File: config.mk
export PLATFORM = sky130hd
export DESIGN_NAME = ascii_framed_message_parser_flat
export DESIGN_NICKNAME = d
export VERILOG_FILES = /design/src/hdl/afmp_pkg.sv /design/src/hdl/afmp_if.sv /design/src/hdl/afmp_regs.sv /design/src/hdl/afmp_front.sv /design/src/hdl/afmp_back.sv /design/src/hdl/ascii_framed_message_parser.sv /design/src/flat_wrapper.sv
export SDC_FILE = /design/constraint.sdc
export NUM_CORES = 1
export LEC_CHECK = 0
export BUFFER_PORTS_ARGS = -buffer_cell sky130_fd_sc_hd__buf_2
export CORE_ASPECT_RATIO = 1.1
export CORE_MARGIN = 2
export CORE_UTILIZATION = 56
export CTS_CLUSTER_SIZE = 10
export DETAILED_ROUTE_END_ITERATION = 8
export GPL_TIMING_DRIVEN = 0
export PLACE_DENSITY = 0.78
export SETUP_SLACK_MARGIN = 0.3
export SYNTH_ARGS = -nofsm -noshare
export SYNTH_HDL_FRONTEND = slang
export SYNTH_SLANG_ARGS = --single-unit
File: constraint.sdc
create_clock -name clk -period 4.69 [get_ports clk]
set_input_delay 0.469 -clock clk [delete_from_list [all_inputs] [get_ports clk]]
set_output_delay 0.469 -clock clk [all_outputs]
set_load 0.03 [all_outputs]
File: src/hdl/afmp_pkg.sv
// Shared types and constants of the ASCII framed message parser.
// No dependencies; the design files refer to this package by scoped names and the testbench files import it.
package afmp_pkg;

    localparam int unsigned BYTE_W  = 8;
    localparam int unsigned ID_W    = 17;
    localparam int unsigned INDEX_W = 4;
    localparam int unsigned VALUE_W = 8;
    localparam int unsigned ADDR_W  = 4;
    localparam int unsigned DATA_W  = 32;

    // Register indexes, taken from paddr[3:2]
    localparam logic [1:0] REG_START     = 2'd0;
    localparam logic [1:0] REG_END       = 2'd1;
    localparam logic [1:0] REG_ID_END    = 2'd2;
    localparam logic [1:0] REG_SEPARATOR = 2'd3;

    localparam logic [BYTE_W-1:0] RST_START_CODE     = 8'd60;
    localparam logic [BYTE_W-1:0] RST_END_CODE       = 8'd62;
    localparam logic [BYTE_W-1:0] RST_ID_END_CODE    = 8'd58;
    localparam logic [BYTE_W-1:0] RST_SEPARATOR_CODE = 8'd44;

    localparam logic [BYTE_W-1:0] CHAR_ZERO = 8'h30;
    localparam logic [BYTE_W-1:0] CHAR_NINE = 8'h39;

    typedef struct packed {
        logic [BYTE_W-1:0] start_code;
        logic [BYTE_W-1:0] end_code;
        logic [BYTE_W-1:0] id_end_code;
        logic [BYTE_W-1:0] separator_code;
    } cfg_t;

    // Classified byte handed from the front to the back
    typedef struct packed {
        logic       is_start;
        logic       is_end;
        logic       is_id_end;
        logic       is_sep;
        logic       is_digit;
        logic [3:0] digit;
    } token_t;

    typedef enum logic [3:0] {
        PH_IDLE  = 4'b0001,
        PH_ID    = 4'b0010,
        PH_FIELD = 4'b0100,
        PH_DROP  = 4'b1000
    } phase_t;

endpackage

File: src/hdl/afmp_if.sv
// Valid/ready channel interfaces of the ASCII framed message parser.
// Depends on afmp_pkg for the payload widths.
interface afmp_in_if;
    logic                         valid;
    logic                         ready;
    logic [afmp_pkg::BYTE_W-1:0]  rx_byte;

    modport source (output valid, output rx_byte, input ready);
    modport sink   (input valid, input rx_byte, output ready);
endinterface

interface afmp_out_if;
    logic                          valid;
    logic                          ready;
    logic [afmp_pkg::ID_W-1:0]     msg_id;
    logic [afmp_pkg::INDEX_W-1:0]  field_index;
    logic [afmp_pkg::VALUE_W-1:0]  field_value;
    logic                          last;

    modport source (output valid, output msg_id, output field_index, output field_value,
                    output last, input ready);
    modport sink   (input valid, input msg_id, input field_index, input field_value,
                    input last, output ready);
endinterface

File: src/hdl/afmp_regs.sv
// APB-style configuration registers of the ASCII framed message parser.
// Depends on afmp_pkg.
module afmp_regs (
    input  logic                          clk,
    input  logic                          rst_n,
    input  logic                          psel,
    input  logic                          penable,
    input  logic                          pwrite,
    input  logic [afmp_pkg::ADDR_W-1:0]   paddr,
    input  logic [afmp_pkg::DATA_W-1:0]   pwdata,
    output logic [afmp_pkg::DATA_W-1:0]   prdata,
    output logic                          pready,
    output afmp_pkg::cfg_t                cfg
);

    afmp_pkg::cfg_t              cfg_reg;
    logic                        wr_en;
    logic [1:0]                  reg_sel;
    logic [afmp_pkg::BYTE_W-1:0] rd_byte;

    assign pready  = 1'b1;
    assign wr_en   = psel && penable && pwrite && pready;
    assign reg_sel = paddr[3:2];

    always_ff @(posedge clk or negedge rst_n)
    begin
        if (!rst_n)
        begin
            cfg_reg.start_code     <= afmp_pkg::RST_START_CODE;
            cfg_reg.end_code       <= afmp_pkg::RST_END_CODE;
            cfg_reg.id_end_code    <= afmp_pkg::RST_ID_END_CODE;
            cfg_reg.separator_code <= afmp_pkg::RST_SEPARATOR_CODE;
        end
        else if (wr_en)
        begin
            case (reg_sel)
                afmp_pkg::REG_START:     cfg_reg.start_code     <= pwdata[7:0];
                afmp_pkg::REG_END:       cfg_reg.end_code       <= pwdata[7:0];
                afmp_pkg::REG_ID_END:    cfg_reg.id_end_code    <= pwdata[7:0];
                afmp_pkg::REG_SEPARATOR: cfg_reg.separator_code <= pwdata[7:0];
                default:                 cfg_reg.start_code     <= cfg_reg.start_code;
            endcase
        end
    end

    always_comb
    begin
        case (reg_sel)
            afmp_pkg::REG_START:     rd_byte = cfg_reg.start_code;
            afmp_pkg::REG_END:       rd_byte = cfg_reg.end_code;
            afmp_pkg::REG_ID_END:    rd_byte = cfg_reg.id_end_code;
            afmp_pkg::REG_SEPARATOR: rd_byte = cfg_reg.separator_code;
            default:                 rd_byte = '0;
        endcase
    end

    assign prdata = {{(afmp_pkg::DATA_W - afmp_pkg::BYTE_W){1'b0}}, rd_byte};
    assign cfg    = cfg_reg;

endmodule

File: src/hdl/afmp_front.sv
// Front end: accept received bytes, classify them against the codes and
// hold them in a two-entry token queue. Depends on afmp_pkg and afmp_if.
module afmp_front (
    input  logic              clk,
    input  logic              rst_n,
    input  afmp_pkg::cfg_t    cfg,
    afmp_in_if.sink           rx,
    output logic              tok_valid,
    output afmp_pkg::token_t  tok,
    input  logic              tok_pop
);

    afmp_pkg::token_t q_mem [2];
    logic             wr_ptr_reg, wr_ptr_next;
    logic             rd_ptr_reg, rd_ptr_next;
    logic [1:0]       count_reg, count_next;
    logic             push;
    logic             pop;
    afmp_pkg::token_t cls;

    // Classify the incoming byte
    always_comb
    begin
        cls.is_start  = (rx.rx_byte == cfg.start_code);
        cls.is_end    = (rx.rx_byte == cfg.end_code);
        cls.is_id_end = (rx.rx_byte == cfg.id_end_code);
        cls.is_sep    = (rx.rx_byte == cfg.separator_code);
        cls.is_digit  = rx.rx_byte inside {[afmp_pkg::CHAR_ZERO:afmp_pkg::CHAR_NINE]};
        cls.digit     = rx.rx_byte[3:0];
    end

    assign rx.ready  = (count_reg != 2'd2);
    assign push      = rx.valid && rx.ready;
    assign tok_valid = (count_reg != 2'd0);
    assign pop       = tok_pop && tok_valid;
    assign tok       = q_mem[rd_ptr_reg];

    always_comb
    begin
        wr_ptr_next = push ? ~wr_ptr_reg : wr_ptr_reg;
        rd_ptr_next = pop  ? ~rd_ptr_reg : rd_ptr_reg;
        count_next  = count_reg + {1'b0, push} - {1'b0, pop};
    end

    always_ff @(posedge clk or negedge rst_n)
    begin
        if (!rst_n)
        begin
            wr_ptr_reg <= 1'b0;
            rd_ptr_reg <= 1'b0;
            count_reg  <= 2'd0;
        end
        else
        begin
            wr_ptr_reg <= wr_ptr_next;
            rd_ptr_reg <= rd_ptr_next;
            count_reg  <= count_next;
        end
    end

    always_ff @(posedge clk)
    begin
        if (push)
        begin
            q_mem[wr_ptr_reg] <= cls;
        end
    end

`ifndef SYNTHESIS
    a_count_bound: assert property (@(posedge clk) disable iff (!rst_n)
        count_reg != 2'd3)
        else $error("token queue count out of range");
    a_pop_nonempty: assert property (@(posedge clk) disable iff (!rst_n)
        (tok_pop && count_reg == 2'd0) |=> (count_reg == $past(count_reg) + {1'b0, $past(push)}))
        else $error("token queue count moved on an empty pop");
    a_push_count: assert property (@(posedge clk) disable iff (!rst_n)
        (push && !pop) |=> (count_reg == $past(count_reg) + 2'd1))
        else $error("token queue lost a push");
`endif

endmodule

File: src/hdl/afmp_back.sv
// Back end: run the message state machine over queued tokens and hold each
// closed field within the field capacity in the output register. Depends on afmp_pkg and afmp_if.
module afmp_back #(
    parameter int unsigned MAX_FIELDS   = 16,
    parameter int unsigned ID_DIGITS    = 5,
    parameter int unsigned FIELD_DIGITS = 3
) (
    input  logic              clk,
    input  logic              rst_n,
    input  logic              tok_valid,
    input  afmp_pkg::token_t  tok,
    output logic              tok_pop,
    afmp_out_if.source        result
);

    localparam int unsigned ICW = $clog2(ID_DIGITS + 1);
    localparam int unsigned FCW = $clog2(FIELD_DIGITS + 1);
    localparam int unsigned CW  = $clog2(MAX_FIELDS + 1);

    afmp_pkg::phase_t              phase_reg, phase_next;
    logic [afmp_pkg::ID_W-1:0]     id_accum_reg, id_accum_next;
    logic [ICW-1:0]                id_chars_reg, id_chars_next;
    logic                          id_stopped_reg, id_stopped_next;
    logic [afmp_pkg::VALUE_W-1:0]  field_accum_reg, field_accum_next;
    logic [FCW-1:0]                field_chars_reg, field_chars_next;
    logic                          field_stopped_reg, field_stopped_next;
    logic [CW-1:0]                 field_count_reg, field_count_next;

    logic                          out_valid_reg, out_valid_next;
    logic [afmp_pkg::ID_W-1:0]     out_id_reg;
    logic [afmp_pkg::INDEX_W-1:0]  out_index_reg;
    logic [afmp_pkg::VALUE_W-1:0]  out_value_reg;
    logic                          out_last_reg;

    logic                          take;
    logic                          emit;
    logic                          close_field;
    logic [CW+3:0]                 count_ext;
    logic [afmp_pkg::ID_W-1:0]     id_times_ten;
    logic [afmp_pkg::VALUE_W-1:0]  field_times_ten;

    assign take     = !out_valid_reg || result.ready;
    assign tok_pop  = tok_valid && take;
    assign count_ext = {4'b0000, field_count_reg};

    // Accumulators keep only the bits that reach the output: x*10 = x*8 + x*2
    assign id_times_ten    = (id_accum_reg << 3) + (id_accum_reg << 1);
    assign field_times_ten = (field_accum_reg << 3) + (field_accum_reg << 1);

    assign close_field = (field_chars_reg >= FCW'(FIELD_DIGITS)) || tok.is_sep || tok.is_end;

    always_comb
    begin
        phase_next         = phase_reg;
        id_accum_next      = id_accum_reg;
        id_chars_next      = id_chars_reg;
        id_stopped_next    = id_stopped_reg;
        field_accum_next   = field_accum_reg;
        field_chars_next   = field_chars_reg;
        field_stopped_next = field_stopped_reg;
        field_count_next   = field_count_reg;
        emit               = 1'b0;

        if (tok_pop)
        begin
            case (phase_reg)
                afmp_pkg::PH_IDLE:
                begin
                    if (tok.is_start)
                    begin
                        phase_next         = afmp_pkg::PH_ID;
                        id_accum_next      = '0;
                        id_chars_next      = '0;
                        id_stopped_next    = 1'b0;
                        field_accum_next   = '0;
                        field_chars_next   = '0;
                        field_stopped_next = 1'b0;
                        field_count_next   = '0;
                    end
                end
                afmp_pkg::PH_ID:
                begin
                    if (tok.is_id_end)
                    begin
                        phase_next         = afmp_pkg::PH_FIELD;
                        field_accum_next   = '0;
                        field_chars_next   = '0;
                        field_stopped_next = 1'b0;
                    end
                    else if (tok.is_end)
                    begin
                        phase_next = afmp_pkg::PH_IDLE;
                    end
                    else if (id_chars_reg < ICW'(ID_DIGITS))
                    begin
                        id_chars_next = id_chars_reg + 1'b1;
                        if (!id_stopped_reg)
                        begin
                            if (tok.is_digit)
                            begin
                                id_accum_next = id_times_ten
                                              + {{(afmp_pkg::ID_W-4){1'b0}}, tok.digit};
                            end
                            else
                            begin
                                id_stopped_next = 1'b1;
                            end
                        end
                    end
                end
                afmp_pkg::PH_FIELD:
                begin
                    if (close_field)
                    begin
                        if (field_count_reg < CW'(MAX_FIELDS))
                        begin
                            emit             = 1'b1;
                            field_count_next = field_count_reg + 1'b1;
                            phase_next       = tok.is_end ? afmp_pkg::PH_IDLE
                                                          : afmp_pkg::PH_FIELD;
                        end
                        else
                        begin
                            phase_next = tok.is_end ? afmp_pkg::PH_IDLE
                                                    : afmp_pkg::PH_DROP;
                        end
                        field_accum_next   = '0;
                        field_chars_next   = '0;
                        field_stopped_next = 1'b0;
                    end
                    else
                    begin
                        field_chars_next = field_chars_reg + 1'b1;
                        if (!field_stopped_reg)
                        begin
                            if (tok.is_digit)
                            begin
                                field_accum_next = field_times_ten
                                                 + {{(afmp_pkg::VALUE_W-4){1'b0}}, tok.digit};
                            end
                            else
                            begin
                                field_stopped_next = 1'b1;
                            end
                        end
                    end
                end
                afmp_pkg::PH_DROP:
                begin
                    if (tok.is_end)
                    begin
                        phase_next = afmp_pkg::PH_IDLE;
                    end
                end
                default:
                begin
                    phase_next = afmp_pkg::PH_IDLE;
                end
            endcase
        end
    end

    always_comb
    begin
        if (emit)
        begin
            out_valid_next = 1'b1;
        end
        else if (result.ready)
        begin
            out_valid_next = 1'b0;
        end
        else
        begin
            out_valid_next = out_valid_reg;
        end
    end

    always_ff @(posedge clk or negedge rst_n)
    begin
        if (!rst_n)
        begin
            phase_reg         <= afmp_pkg::PH_IDLE;
            id_accum_reg      <= '0;
            id_chars_reg      <= '0;
            id_stopped_reg    <= 1'b0;
            field_accum_reg   <= '0;
            field_chars_reg   <= '0;
            field_stopped_reg <= 1'b0;
            field_count_reg   <= '0;
            out_valid_reg     <= 1'b0;
        end
        else
        begin
            phase_reg         <= phase_next;
            id_accum_reg      <= id_accum_next;
            id_chars_reg      <= id_chars_next;
            id_stopped_reg    <= id_stopped_next;
            field_accum_reg   <= field_accum_next;
            field_chars_reg   <= field_chars_next;
            field_stopped_reg <= field_stopped_next;
            field_count_reg   <= field_count_next;
            out_valid_reg     <= out_valid_next;
        end
    end

    // Result payload, loaded only when a closed field is emitted
    always_ff @(posedge clk)
    begin
        if (emit)
        begin
            out_id_reg    <= id_accum_reg;
            out_index_reg <= count_ext[3:0];
            out_value_reg <= field_accum_reg;
            out_last_reg  <= tok.is_end;
        end
    end

    assign result.valid       = out_valid_reg;
    assign result.msg_id      = out_id_reg;
    assign result.field_index = out_index_reg;
    assign result.field_value = out_value_reg;
    assign result.last        = out_last_reg;

`ifndef SYNTHESIS
    a_last_ends_msg: assert property (@(posedge clk) disable iff (!rst_n)
        (emit && tok.is_end) |=> (phase_reg == afmp_pkg::PH_IDLE))
        else $error("message not closed after last field");
    a_count_bound: assert property (@(posedge clk) disable iff (!rst_n)
        field_count_reg <= CW'(MAX_FIELDS))
        else $error("field count beyond capacity");
    a_no_overwrite: assert property (@(posedge clk) disable iff (!rst_n)
        emit |-> (!out_valid_reg || result.ready))
        else $error("pending result overwritten");
    a_id_chars_bound: assert property (@(posedge clk) disable iff (!rst_n)
        id_chars_reg <= ICW'(ID_DIGITS))
        else $error("identifier character count beyond limit");
`endif

endmodule

File: src/hdl/ascii_framed_message_parser.sv
// Top level of the ASCII framed message parser: APB registers, byte front end,
// parsing back end. Depends on afmp_pkg, afmp_if, afmp_regs, afmp_front, afmp_back.
//
// Parses a stream of received serial bytes, one byte per transaction on rx,
// into framed messages of the form <start> ID <id_end> f0 <sep> f1 ... <end>.
// Bytes are dropped until the start code; the decimal ID (first ID_DIGITS
// characters count, conversion stops at the first non-digit) runs to the
// ID-end code; an end code before that discards the message. Each data field
// closes on the separator, on the end code (then last is set), or on a
// character past FIELD_DIGITS, which is consumed and dropped. Every closed
// field produces one transaction on result with the ID, the field index and
// the value modulo 256; once MAX_FIELDS fields are out, the rest of the
// message up to its end code is dropped silently. Throughput is one byte per
// clock cycle while the result sink keeps up: the front end classifies each byte
// against the four codes into a two-entry token queue, and the back end consumes
// one token per cycle into a registered result stage while that stage is free,
// so a stalled result sink only stops the back end while the queue absorbs up
// to two more bytes. An accepted byte is written into the token queue, and a
// popped token that closes a field loads the result register. Write the code
// registers (start 0x0, end 0x4, ID-end 0x8, separator 0xC; low 8 bits of
// pwdata) only while the parser is idle with no transaction in flight.
module ascii_framed_message_parser #(
    parameter int unsigned MAX_FIELDS   = 16,
    parameter int unsigned ID_DIGITS    = 5,
    parameter int unsigned FIELD_DIGITS = 3
) (
    input  logic                          clk,
    input  logic                          rst_n,
    afmp_in_if.sink                       rx,
    afmp_out_if.source                    result,
    input  logic                          psel,
    input  logic                          penable,
    input  logic                          pwrite,
    input  logic [afmp_pkg::ADDR_W-1:0]   paddr,
    input  logic [afmp_pkg::DATA_W-1:0]   pwdata,
    output logic [afmp_pkg::DATA_W-1:0]   prdata,
    output logic                          pready
);

    afmp_pkg::cfg_t   cfg;
    logic             tok_valid;
    logic             tok_pop;
    afmp_pkg::token_t tok;

    // Hold the four framing codes
    afmp_regs u_regs (
        .clk     (clk),
        .rst_n   (rst_n),
        .psel    (psel),
        .penable (penable),
        .pwrite  (pwrite),
        .paddr   (paddr),
        .pwdata  (pwdata),
        .prdata  (prdata),
        .pready  (pready),
        .cfg     (cfg)
    );

    // Accept and classify bytes, queue them as tokens
    afmp_front u_front (
        .clk       (clk),
        .rst_n     (rst_n),
        .cfg       (cfg),
        .rx        (rx),
        .tok_valid (tok_valid),
        .tok       (tok),
        .tok_pop   (tok_pop)
    );

    // Advance the message state machine and emit closed fields
    afmp_back #(
        .MAX_FIELDS   (MAX_FIELDS),
        .ID_DIGITS    (ID_DIGITS),
        .FIELD_DIGITS (FIELD_DIGITS)
    ) u_back (
        .clk       (clk),
        .rst_n     (rst_n),
        .tok_valid (tok_valid),
        .tok       (tok),
        .tok_pop   (tok_pop),
        .result    (result)
    );

endmodule

File: src/flat_wrapper.sv
// flat-port wrapper written by rule: the top's interface ports become plain ports
module ascii_framed_message_parser_flat 
#(
    parameter int unsigned MAX_FIELDS   = 16,
    parameter int unsigned ID_DIGITS    = 5,
    parameter int unsigned FIELD_DIGITS = 3
)
  (clk, rst_n, psel, penable, pwrite, paddr, pwdata, prdata, pready, rx_valid, rx_rx_byte, rx_ready, result_valid, result_msg_id, result_field_index, result_field_value, result_last, result_ready);
  afmp_in_if rx_i ();
  afmp_out_if result_i ();
  input  logic clk;
  input  logic rst_n;
  input  logic psel;
  input  logic penable;
  input  logic pwrite;
  input  logic [afmp_pkg::ADDR_W-1:0] paddr;
  input  logic [afmp_pkg::DATA_W-1:0] pwdata;
  output logic [afmp_pkg::DATA_W-1:0] prdata;
  output logic pready;
  input wire logic [$bits(rx_i.valid)-1:0] rx_valid;
  input wire logic [$bits(rx_i.rx_byte)-1:0] rx_rx_byte;
  output wire logic [$bits(rx_i.ready)-1:0] rx_ready;
  output wire logic [$bits(result_i.valid)-1:0] result_valid;
  output wire logic [$bits(result_i.msg_id)-1:0] result_msg_id;
  output wire logic [$bits(result_i.field_index)-1:0] result_field_index;
  output wire logic [$bits(result_i.field_value)-1:0] result_field_value;
  output wire logic [$bits(result_i.last)-1:0] result_last;
  input wire logic [$bits(result_i.ready)-1:0] result_ready;
  assign rx_i.valid = rx_valid;
  assign rx_i.rx_byte = rx_rx_byte;
  assign rx_ready = rx_i.ready;
  assign result_valid = result_i.valid;
  assign result_msg_id = result_i.msg_id;
  assign result_field_index = result_i.field_index;
  assign result_field_value = result_i.field_value;
  assign result_last = result_i.last;
  assign result_i.ready = result_ready;
  ascii_framed_message_parser #(.MAX_FIELDS(MAX_FIELDS), .ID_DIGITS(ID_DIGITS), .FIELD_DIGITS(FIELD_DIGITS)) u_core (.clk(clk), .rst_n(rst_n), .rx(rx_i), .result(result_i), .psel(psel), .penable(penable), .pwrite(pwrite), .paddr(paddr), .pwdata(pwdata), .prdata(prdata), .pready(pready));
endmodule
==> qor.csv, run 1 <==
metric,value,unit
post-route cell area,7949,um2
Max-Cap Viols,0,
Internal Power,2.615,mW
biggest area consumer among synthesized cells,dfrtp_1,
Via Count,4428,
clock power share,32.3,%
final setup violation count,0,
CP startpoint kind,flip-flop,
min-delay src,rx_rx_byte[1],
I/O pin total,116,
hpwl dp,9209,um
total congestion overflow,0,
"Slew Viols, Final",0,
f_max,0.2476,GHz
share of cells above drive strength 1,32.82,%
R2R depth,11,
Slew @ Worst Pin,1.282,ns
GPL Wtd Cong,0.8978,
placed insts,770,
Synth Instances,532,
max reg flops,32,
RR Endpoint,u_core.u_back.id_accum_reg[16],
WHS Endpoint,u_core.u_front.q_mem[1][1],
Reg power frac,38.7,%
switching pwr,1.294,mW
Setup Crit Path Kind,reg2reg,
die height,119.2,um
synth warn,0,
initial antenna violation count,0,
post-route ant nets,0,
Final Hold Fails,0,
Synth Register Bits,126,
CP required,5.00,ns
R2R Setup Slk,0.65,ns
Hold Buf Count CTS,1,
sequential fraction of the synthesis area,50.58,%
Syn Std Cell Area,6750,um2
Longest Clk Path Bufs,2,
Hold Crit Class,in2reg,
"Distinct cells, synth",57,
Die X,108.7,um
vias in the first global route,4598,
Placeable Area,11880,um2
Initial DRC Count,161,
DRT Pass-1 Iters,4,
worst hold slack,0.2845,ns
area fraction of the dominant cell type after synthesis,22.61,%
status,"finished, final reports clean",
global-route wire length before repair,21930,um
Leakage Power,3.566,nW
worst rel slew slack,13.89,%
P&R area growth vs syn,17.76,%
VDD IR max,267.9,uV
Worst path top cell family by delay,compound AO/OA/AOI/OAI gates,
crit-path cells,"buf_2, mux2_2, ha_1, ha_1, fa_1, a21oi_1, o21ai_0, a2111oi_0, o41ai_1, xnor2_1, a22o_2",
non-filler instance count after layout,803,
Root Driver,clkbuf_16,
CTS tree,done,
ys async rst share,61.90,%
minimum clock period,4.039,ns
Total Die Area,12950,um2
final worst slack,0.6509,ns
Avg WL per Cell,16.22,um
CP Buf/Inv Count,1,
RSZ-0062 raised after global routing,no,
DP Worst Slack,0.7783,ns
switching share of power,33.10,%
Post-CTS Setup Bufs,0,
"Power, Total",3.908,mW
"EDFF count, synth",48,
DP Area,7367,um2
DRC,0,
Via density,5.514,
largest net degree at the start of global routing,56,
drt total wl,13030,um
Syn Area/Cell,12.69,um2
post-layout util,66.93,%
"Clk Latency, worst-skew pair",0.42,ns
ys flop type,dfrtp_1,
"slowest stage delay, CP",0.83,ns
Total Routing Usage GR,22.06,%
Worst Clk Skew,0.008968,ns
Worst-path clk slew,0.06,ns
Reg2Reg Launch Point,u_core.u_front.rd_ptr_reg,
number of buffers added on ports,60,
CP dominant cell by count,ha_1,
Power per Cell Area,491.7,nW/um2
hold depth,1,
post-CTS sizing,0,
Initial Utilization,56.84,%
setup_tns,0,ns
combinational group share of total power,28.9,%
clock sinks,126,
Num CTS Buffers,17,
H-tree depth,4,
Worst Path Max Fanout,10,
Slowest cell on crit path,a2111oi_0,
nets@finish,734,
Tcrit/Tclk final,86.12,%
Antenna Cells,0,
CP endpoint kind,flip-flop,
Rows,42,
"top cells by area, synth","dfrtp_1, edfxtp_1, ha_1",
WP data arrival,4.35,ns
==> area by class of cell <==
type,count,area [um2]
multi-input cells,363,3059
clock buffers,18,429.2
repair buffers,62,340.3
fillers,879,3928
plain buffers,43,284.0
flip-flops and latches,126,3415
clock inverters,14,142.6
inverters,23,86.33
well taps,154,192.7
==> cell usage in the layout, fill, tap and decap left out, types with 4 or more instances in the layout <==
master      instances
mux4_2              8
nand2b_1            4
clkinvlp_4          5
a22o_2             16
clkbuf_1           11
inv_1              23
xor2_1              9
nor2_1             28
a22o_1              8
nand2_1            17
o21ai_0            21
conb_1             25
xnor2_1            50
dfrtp_1            61
dfstp_2            17
edfxtp_1           48
or3_1               5
nand3_1             4
a21o_1              5
ha_1               43
mux2_2             36
nand4_1             9
fa_1                4
mux2i_1             6
buf_4              27
a21oi_1            21
buf_2              61
clkbuf_16          17
a211oi_1            4
==> routing by layer <==
layer,GRT usage [%],part of all wire (%),vias up
li1,-,-,2094
met1,26.53,41,2169
met2,37.62,52,135
met3,5.309,4.9,30
met4,9.135,2.2,0
met5,0,0,-
==> worst max-delay path by stage <==
stage	start	end	slack (ns)	cells after the start
global route	u_core.u_front.rd_ptr_reg	u_core.u_back.id_accum_reg[16]	0.46	11
global placement	u_core.u_back.phase_reg[1]	u_core.u_back.result.msg_id[5]	0.77	4
finish	u_core.u_front.rd_ptr_reg	u_core.u_back.id_accum_reg[16]	0.65	11
detailed placement	u_core.u_front.rd_ptr_reg	u_core.u_back.id_accum_reg[16]	0.78	11
CTS	u_core.u_front.rd_ptr_reg	u_core.u_back.id_accum_reg[16]	0.72	11
floorplan	u_core.u_front.rd_ptr_reg	u_core.u_back.id_accum_reg[16]	1.31	11
==> worst register-to-register path: cells and delay by family, from the launching register on <==
| family | cells | cell delay [ns] |
|---|---|---|
| XOR/XNOR | 1 | 0.18 |
| multiplexers | 1 | 0.39 |
| flip-flops | 1 | 0.38 |
| buffers and inverters | 1 | 0.27 |
| adder cells (fa/ha/maj) | 3 | 0.95 |
| AO/OA/AOI/OAI | 5 | 1.75 |
==> Yosys cell counts, types with 9 or more instances <==
cell / count
clkbuf_1: 10
nor2_1: 29
a22o_2: 16
xnor2_1: 50
a21oi_1: 21
dfstp_2: 17
dfrtp_1: 61
mux2_2: 36
ha_1: 43
o21ai_0: 21
xor2_1: 9
buf_4: 26
nand2_1: 17
nand4_1: 9
inv_1: 23
edfxtp_1: 48
==> power by group through the flow <==
stage,Clock (mW),Combinational [mW],Sequential [mW]
global route,1.34,1.24,1.53
detailed placement,0,1.12,1.53
finish,1.26,1.13,1.51
floorplan,0,0.856,1.52
CTS,1.28,1.13,1.51
global placement,0,1.08,1.52
==> kinds of logic (layout without fill, tap and decap cells) <==
group / Yosys count / after routing / share of synthesized area (%)
mux: 50 / 50 / 9.564
fa+ha+maj: 47 / 47 / 9.157
simple gates: 86 / 86 / 6.821
xor+xnor: 59 / 59 / 7.655
compound gates: 96 / 96 / 10.62
buf+inv: 66 / 160 / 5.487
flops: 126 / 126 / 50.58
other cells: 2 / 25 / 0.1113
No activity file was read; power rests on OpenSTA's default activity.
==> run 2, diff against run 1 <==
--- a/config.mk
+++ b/config.mk
@@ -13,6 +13,7 @@
 export DETAILED_ROUTE_END_ITERATION = 8
 export GPL_TIMING_DRIVEN = 0
 export PLACE_DENSITY = 0.78
+export RECOVER_POWER = 100
 export SETUP_SLACK_MARGIN = 0.3
 export SYNTH_ARGS = -nofsm -noshare
 export SYNTH_HDL_FRONTEND = slang
==> run 2 against run 1 <==
The run now ends with max-capacitance violations, max-slew violations left. Largest cell class unchanged. Combinational power decreased by 9%. Fmax fell by 0.36%. Largest power group unchanged. Clock power is essentially flat. Non-clock buffer count did not move. Final cell count stayed put. First-iteration DRC count is 4.3% lower. Critical path depth unchanged.
==> qor.csv, run 2 (synthesized netlist as in run 1, its figures left out) <==
metric,value,unit,change
Hold Crit Class,in2reg,,
CP required,5.00,ns,about the same
I/O pin total,116,,unchanged
Initial Utilization,56.84,%,unchanged
Rows,42,,unchanged
Internal Power,2.556,mW,-2.2%
failing checks,"max-capacitance violations, max-slew violations",,
Max-Cap Viols,1,,+1
combinational group share of total power,27.1,%,-1.8 points
Longest Clk Path Bufs,2,,unchanged
Setup Crit Path Kind,reg2reg,,
GPL Wtd Cong,0.8978,,unchanged
DRC,0,,unchanged
"slowest stage delay, CP",0.84,ns,about the same
P&R area growth vs syn,15.57,%,
Num CTS Buffers,17,,unchanged
Worst Setup SP,u_core.u_front.rd_ptr_reg,,
area of the multi-input gates,2987,um2,-2.4%
minimum clock period,4.054,ns,+0.01457 ns
status,"finished, violations left",,
Die X,108.7,um,unchanged
DRT Pass-1 Iters,4,,unchanged
setup_tns,0,ns,unchanged
clock sinks,126,,unchanged
Worst Clk Skew,0.009300,ns,+0.0003317 ns
Register Area,3415,um2,unchanged
Initial DRC Count,154,,-4.3%
"commonest non-fill, non-tap cell in the layout",dfrtp_1,,
number of buffers added on ports,60,,unchanged
RSZ-0062 raised after global routing,no,,
CP endpoint kind,flip-flop,,
switching pwr,1.252,mW,-3.2%
placed insts,770,,unchanged
CP startpoint kind,flip-flop,,
R2R depth,11,,unchanged
drt total wl,13040,um,+0.14%
most used cells in the layout excluding fill and tap cells,"dfrtp_1, clkbuf_1, xnor2_1, edfxtp_1, ha_1",,
die height,119.2,um,unchanged
initial antenna violation count,0,,unchanged
RR Endpoint,u_core.u_back.id_accum_reg[16],,
H-tree depth,4,,unchanged
final setup violation count,0,,unchanged
non-filler instance count after layout,803,,unchanged
Fill cells,918,,+4.4%
CP Buf/Inv Count,1,,unchanged
CP dominant cell by count,ha_1,,
Via density,5.502,,-0.23%
CTS tree,done,,
total congestion overflow,0,,unchanged
Slowest cell on crit path,a2111oi_0,,
f_max,0.2467,GHz,-0.36%
Power per Cell Area,488.1,nW/um2,-0.72%
WP depth,11,,unchanged
Worst Path Max Fanout,10,,unchanged
R2R Setup Slk,0.64,ns,about the same
share of cells above drive strength 1,23.57,%,-9.2 points
Leakage Power,3.412,nW,-4.3%
switching share of power,32.87,%,-0.22 points
global-route wire length before repair,21930,um,unchanged
Root Driver,clkbuf_16,,
Reg power frac,39.7,%,+1.0 points
clock power share,33.2,%,+0.9 points
crit-path cells,"buf_2, mux2_1, ha_1, ha_1, fa_1, a21oi_1, o21ai_0, a2111oi_0, o41ai_1, xnor2_1, a22o_2",,
WP data arrival,4.36,ns,about the same
vias in the first global route,4598,,unchanged
worst setup path end,u_core.u_back.id_accum_reg[16],,
post-route ant nets,0,,unchanged
largest net degree at the start of global routing,56,,unchanged
worst hold slack,0.3256,ns,+0.04105 ns
max reg flops,32,,unchanged
"Clk Latency, worst-skew pair",0.42,ns,about the same
worst rel slew slack,-77.61,%,-92 points
"Power, Total",3.808,mW,-2.6%
"Slew Viols, Final",33,,+33
Placeable Area,11880,um2,unchanged
VDD IR max,263.2,uV,-1.8%
Tcrit/Tclk final,86.43,%,+0.31 points
hpwl dp,9209,um,unchanged
nets@finish,734,,unchanged
Via Count,4418,,-0.23%
Worst-path clk slew,0.06,ns,about the same
Total Die Area,12950,um2,unchanged
Reg2Reg Launch Point,u_core.u_front.rd_ptr_reg,,
Final Hold Fails,0,,unchanged
Avg WL per Cell,16.24,um,+0.14%
Antenna Cells,0,,unchanged
Total Routing Usage GR,22.06,%,unchanged
Worst path top cell family by delay,compound AO/OA/AOI/OAI gates,,
Slew @ Worst Pin,2.654,ns,+1.373 ns
-- run 2: area by class of cell --
cell class	count	area share, %
multi-input cells	363	38.28
well taps	154	2.470
inverters	23	1.107
repair buffers	62	3.609
clock inverters	14	1.828
plain buffers	43	3.432
clock buffers	18	5.501
flip-flops and latches	126	43.77
-- run 2: layer usage --
layer	global-route usage, %	up-vias	share of wire, %
li1	-	2089	-
met1	26.53	2163	41
met2	37.62	137	52
met3	5.309	29	5.1
met4	9.135	0	2.2
met5	0	-	0
-- run 2: worst min path at each step --
stage,from,end,slack [ns],depth (start not counted)
floorplan,rst_n,u_core.u_back.field_accum_reg[0],0.17,0
global placement,u_core.u_back.id_accum_reg[16],u_core.u_back.result.msg_id[16],0.44,0
detailed placement,rst_n,u_core.u_back.id_accum_reg[7],0.40,1
CTS,rx_rx_byte[3],u_core.u_front.q_mem[1][3],0.27,1
global route,pwdata[6],u_core.u_regs.cfg[6],0.32,2
finish,pwdata[5],u_core.u_regs.cfg[13],0.33,2
-- run 2: power groups by stage --
stage | combinational (mW) | clock (mW) | sequential (mW)
6_report | 1.03 | 1.26 | 1.51
5_1_grt | 1.14 | 1.34 | 1.53
4_1_cts | 1.13 | 1.28 | 1.51
3_5_place_dp | 1.12 | 0 | 1.53
3_3_place_gp | 1.08 | 0 | 1.52
2_1_floorplan | 0.856 | 0 | 1.52
-- run 2: timing repair --
item,in CTS,in global routing
endpoints found under the setup margin,0,0
hold endpoints to repair,18,0
hold buffers,1,0
gates resized for setup,0,0
setup buffers,0,0
-- run 2: worst register-to-register path, delay by kind of cell, from the launching register on --
family,cells,cell delay [ns]
buffers and inverters,1,0.27
multiplexers,1,0.39
AO/OA/AOI/OAI,5,1.76
XOR/XNOR,1,0.17
flip-flops,1,0.39
adder cells (fa/ha/maj),3,0.96
-- run 2: stage by stage --
stage / area [um2] / setup WS [ns] / util, %
floorplan: 6837 / 1.312 / -
global placement: 7330 / 0.7735 / 61.72
detailed placement: 7367 / 0.7783 / 62.03
CTS: 7949 / 0.7154 / 66.93
global route: 7801 / 0.4047 / 65.69
finish: 7801 / 0.6363 / 65.69
